[config.mk]
export PLATFORM = sky130hd
export DESIGN_NAME = gscl_div_step
export DESIGN_NICKNAME = d
export VERILOG_FILES = /design/src/sv/gscl_pkg.sv /design/src/sv/gscl_div_step.sv
export SDC_FILE = /design/constraint.sdc
export NUM_CORES = 1
export LEC_CHECK = 0
export BUFFER_PORTS_ARGS = -buffer_cell sky130_fd_sc_hd__buf_4
export CORE_MARGIN = 5
export CORE_UTILIZATION = 50
export DETAILED_ROUTE_END_ITERATION = 10
export PLACE_DENSITY = 0.85
export SYNTH_ARGS = -nofsm -noshare
export SYNTH_HDL_FRONTEND = slang
export SYNTH_SLANG_ARGS = --single-unit
[constraint.sdc]
create_clock -name vclk -period 14.8
set_input_delay 0 -clock vclk [all_inputs]
set_output_delay 0 -clock vclk [all_outputs]
set_load 0.01 [all_outputs]
[src/sv/gscl_pkg.sv]
// Package for the gradient stop color lookup unit.
// Holds widths, register codes, reset values and the pipeline depth; no dependencies.
package gscl_pkg;

  localparam int BAND_BITS = 10;
  localparam int TOT_W = BAND_BITS + 1;
  localparam int POS_W = 16;
  localparam int COLOR_W = 32;
  localparam int STOP_W = POS_W + COLOR_W;
  localparam int MAX_STOPS = 7;
  localparam int COUNT_W = 3;
  localparam int CFG_IDX_W = 3;
  localparam int DIV_W = 17;
  localparam int DIV_STEPS = 4;
  localparam int NSTAGE = 16;

  localparam logic [POS_W-1:0] ONE_Q15 = 16'd32768;
  localparam logic [COUNT_W-1:0] MIN_COUNT = 3'd2;
  localparam logic [POS_W-1:0] NARROW_SPAN = 16'd3;

  localparam logic [CFG_IDX_W-1:0] REG_STOP_COUNT = 3'd0;

  localparam logic [COUNT_W-1:0] RST_COUNT = 3'd4;
  localparam logic [STOP_W-1:0] RST_STOPS [MAX_STOPS] = '{
    48'd4279913471, 48'd42223812420351, 48'd91480846563071,
    48'd140737499103231, 48'd0, 48'd0, 48'd0
  };

endpackage

[src/sv/gscl_div_step.sv]
// Several restoring division steps, one quotient bit each.
// Depends on gscl_pkg for the datapath width and the step count.
module gscl_div_step (
  input  logic [gscl_pkg::DIV_W-1:0] rem_in,
  input  logic [gscl_pkg::DIV_W-1:0] divisor,
  input  logic [gscl_pkg::DIV_W-1:0] quo_in,
  output logic [gscl_pkg::DIV_W-1:0] rem_out,
  output logic [gscl_pkg::DIV_W-1:0] quo_out
);

  logic [gscl_pkg::DIV_W:0] r;
  logic [gscl_pkg::DIV_W-1:0] q;

  always_comb begin
    r = {1'b0, rem_in};
    q = quo_in;
    for (int i = 0; i < gscl_pkg::DIV_STEPS; i++) begin
      r = {r[gscl_pkg::DIV_W-1:0], 1'b0};
      if (r >= {1'b0, divisor}) begin
        r = r - {1'b0, divisor};
        q = {q[gscl_pkg::DIV_W-2:0], 1'b1};
      end else begin
        q = {q[gscl_pkg::DIV_W-2:0], 1'b0};
      end
    end
    rem_out = r[gscl_pkg::DIV_W-1:0];
    quo_out = q;
  end

endmodule

Word-level counts from Yosys, hierarchy flattened
Index checks and enable logic that the tools add are counted.
{ "op_classes": {"magnitude_cmp": 4, "n_addsub": 4, "n_mux": 8} }
{ "op_table": {"columns": ["cell", "count"], "rows": [
  ["$ge 18x17->1", 4],
  ["$mux 17", 4],
  ["$sub 17x17->17", 4],
  ["$mux 1", 4]
]} }
{ "word_totals": {"input_bits": 51, "regBits": 0} }

Depth between registers and ports, before layout
{ "logic_depth": {"word_depth": 8, "mapped_depth": 46, "depth_no_buf": 40} }

Worst setup path before layout
OpenSTA, ideal clock, no wires.
{ "synth_path": {"kind": "input port to output port", "start": "in divisor[0] in the netlist's numbering", "end": "out rem_out[6] in the netlist's numbering", "arrival_ns": 9.960, "slack_ns": 4.840, "cell_stages": 45, "path_cell_list": "buf_2 clkinv_1 fa_1 a211oi_2 o21bai_1 o41ai_4 o21ai_2 o21ai_4 clkbuf_1 clkbuf_1 nor2_1 a21oi_1 inv_1 ha_1 nand2_1 o21ai_0 o21ai_0 and4b_1 (+9 left out) a21oi_1 o221ai_1 o21ai_0 nor2_1 buf_2 mux2_2 ha_1 a21o_1 a21o_1 a21o_1 a221o_1 o311a_1 o221ai_1 or4b_4 o21ai_4 inv_4 buf_6 a211oi_1"} }
{ "synth_between": {"elab_chain_len": 8, "elab_cells_between_ends": 12, "cone_classes": "add/sub: 4; order compare: 4; mux: 4"} }
{ "synth_lines": {"columns": ["element", "line", "rtl"], "rows": [
  ["start, declared", "gscl_div_step.sv:5", "input logic [gscl_pkg::DIV_W-1:0] divisor,"],
  ["$sub 17x17->17 or $ge 18x17->1 (tied branches)", "gscl_div_step.sv:20, gscl_div_step.sv:19", null],
  ["$mux 17", "gscl_div_step.sv:19", "if (r >= {1'b0, divisor}) begin"],
  ["$sub 17x17->17 or $ge 18x17->1 (tied branches)", "gscl_div_step.sv:20, gscl_div_step.sv:19", null],
  ["$mux 17", "gscl_div_step.sv:19", null],
  ["$sub 17x17->17 or $ge 18x17->1 (tied branches)", "gscl_div_step.sv:20, gscl_div_step.sv:19", null],
  ["$mux 17", "gscl_div_step.sv:19", null],
  ["$sub 17x17->17 or $ge 18x17->1 (tied branches)", "gscl_div_step.sv:20, gscl_div_step.sv:19", null],
  ["$mux 17 *", "gscl_div_step.sv:19", null],
  ["end, declared", "gscl_div_step.sv:7", "output logic [gscl_pkg::DIV_W-1:0] rem_out,"]
]} }
Mark *: on every way between the ends. The rest lies on a longest branch, timed or not.

Final worst setup path
{ "layout_path": {"start": "in divisor[0] in the netlist's numbering", "end": "out rem_out[5] in the netlist's numbering"} }
Same word-level chain as after synthesis.

==> metrics.yaml <==
status: "completed"
drtPass1Iterations: 5
syn2layout_area_growth_pct: 9.872
drc: 0
start_kind: "primary input"
yosys-top-cells-area: "ha_1 (20%), xor2_1 (6.4%), a21oi_1 (6.0%), mux2_2 (5.5%), o21ai_0 (5.0%)"
cts_resized: 0
ys_seq_area_frac: 0
yosysTopAreaCell: "ha_1"
port_buffers: 55
netlist_area_um2: 4119
synthCells: 577
crit_fanout: 25
drive_gt1_frac: 0.1574
routed-via-count: 4636
grt_pass1_vias: 4460
coreArea_um2: 8134
antenna_left: 0
fmaxAchievable_ghz: 0.08311
die_w_um: 100.8
maxCapViolCount: 0
synth_common_cells: "ha_1 (65), a21oi_1 (49), nand2_1 (45), o21ai_0 (41), nor2_1 (40)"
syn_avg_cell_area_um2: 7.139
dp_hpwl_um: 10530
grt_pass1_wl_um: 20780
ioPinCount: 85
finalCriticalPeriod_ns: 12.03
crit_arrival_ns: 12.03
cp_slowest_cell: "a211oi_4"
initial_utilization: 0.5064
path_class: "in2out"
grt_util_met1: 0.3133
diodes: 0
synth_fp_nets: 694
grtUsageTotal: 0.2437
hold_viol: 0
cp_data_required_time_ns: 14.80
report.final.slew_viol_count: 0
wl_per_cell_um: 17.71
seq_area_um2: 0
top_usage_layer: "met2"
grt_start_max_net_pins: 26
post_cts_buffers: 0
synth.distinct_cells: 67
num_rows: 33
gr-usage-met3: 0.01176
cp-end-kind: "primary output"
clock_buffers: 0
grt_overflow: 0
nets: 729
tightest_slew_ns: 1.024
via_per_inst: 6.484
dr.first_iter.drc_count: 305
slew_headroom: 0.3118
cpPeakStageDelay_ns: 0.66
wirelength_um: 12660
use_met2: 0.4137
worstHoldPathType: "in2out"
die_h_um: 100.8
nFlopsAndLatches: 0
gp_congestion: 0.9525
die_area_um2: 10150
yosysMostFrequentCell: "ha_1"
cts_hold_buf: 0
rsz0062_at_grt: "no"
synth_top_area_frac: 0.1974
yosysWarnings: 0
min_period_over_period: 0.8130
setup_violations: 0
antenna_found_initial: 0
setup_tns_ns: 0
area by class of cell:
type                       count  area (µm²)
tap                          105       131.4
fill                         755        3608
timing repair buffer          56       420.4
multi-input combinational    516        3826
inverter                      38       147.6
kinds of logic after synthesis:
group / Yosys count / synth area share
buf+inv: 61 / 0.07108
compound gates: 186 / 0.3092
xor+xnor: 53 / 0.1127
simple gates: 182 / 0.2257
mux: 29 / 0.07898
fa+ha+maj: 66 / 0.2023
critical path: cells and delay by family:
family,cells,cell delay (ns)
adder cells (fa/ha/maj),4,1.64
AO/OA/AOI/OAI,18,5.15
buffers and inverters,6,1.37
AND/OR/NAND/NOR,10,2.63
multiplexers,3,1.18
final timing paths:
kind | end | cells after the start | slack (ns) | start
setup / recovery | rem_out[5] | 41 | 2.77 | divisor[0]
hold / removal | quo_out[4] | 0 | 0.000004 | quo_in[0]
metal layers:
metal	vias to the layer above	routed length (µm)
li1	2200	-
met1	2152	5282
met2	227	5877
met3	57	843
met4	0	658
met5	-	0
placed cells by master, fill, tap and decap left out, types with 7 or more instances in the layout:
cell	count
xnor2_1	23
inv_1	34
and2_1	12
a221o_1	10
nand2_1	45
nor2_1	40
nand3_1	16
a31oi_1	7
xor2_1	30
a21o_1	16
nand2b_1	7
o21bai_1	11
and3_1	9
buf_4	56
nand4_1	7
ha_1	65
mux2i_1	7
nor2b_1	8
mux2_2	20
o21ai_0	41
nor3_1	12
a21oi_1	49
through the flow:
step	hold slack (ns)	worst slack, ns	cells	utilization	area, µm²
after floorplan	0.09177	4.840	577	-	4119
after global placement	0.00006862	3.329	715	0.5564	4526
after detailed placement	0.00006862	3.070	715	0.5564	4526
after CTS	0.00006862	3.015	715	0.5564	4526
after global routing	0.00001666	2.111	715	0.5564	4526
final	0.000003541	2.768	715	0.5564	4526
Power is not shown: default switching activity piles up to over one toggle a cycle in this logic, so the estimate is an artifact.
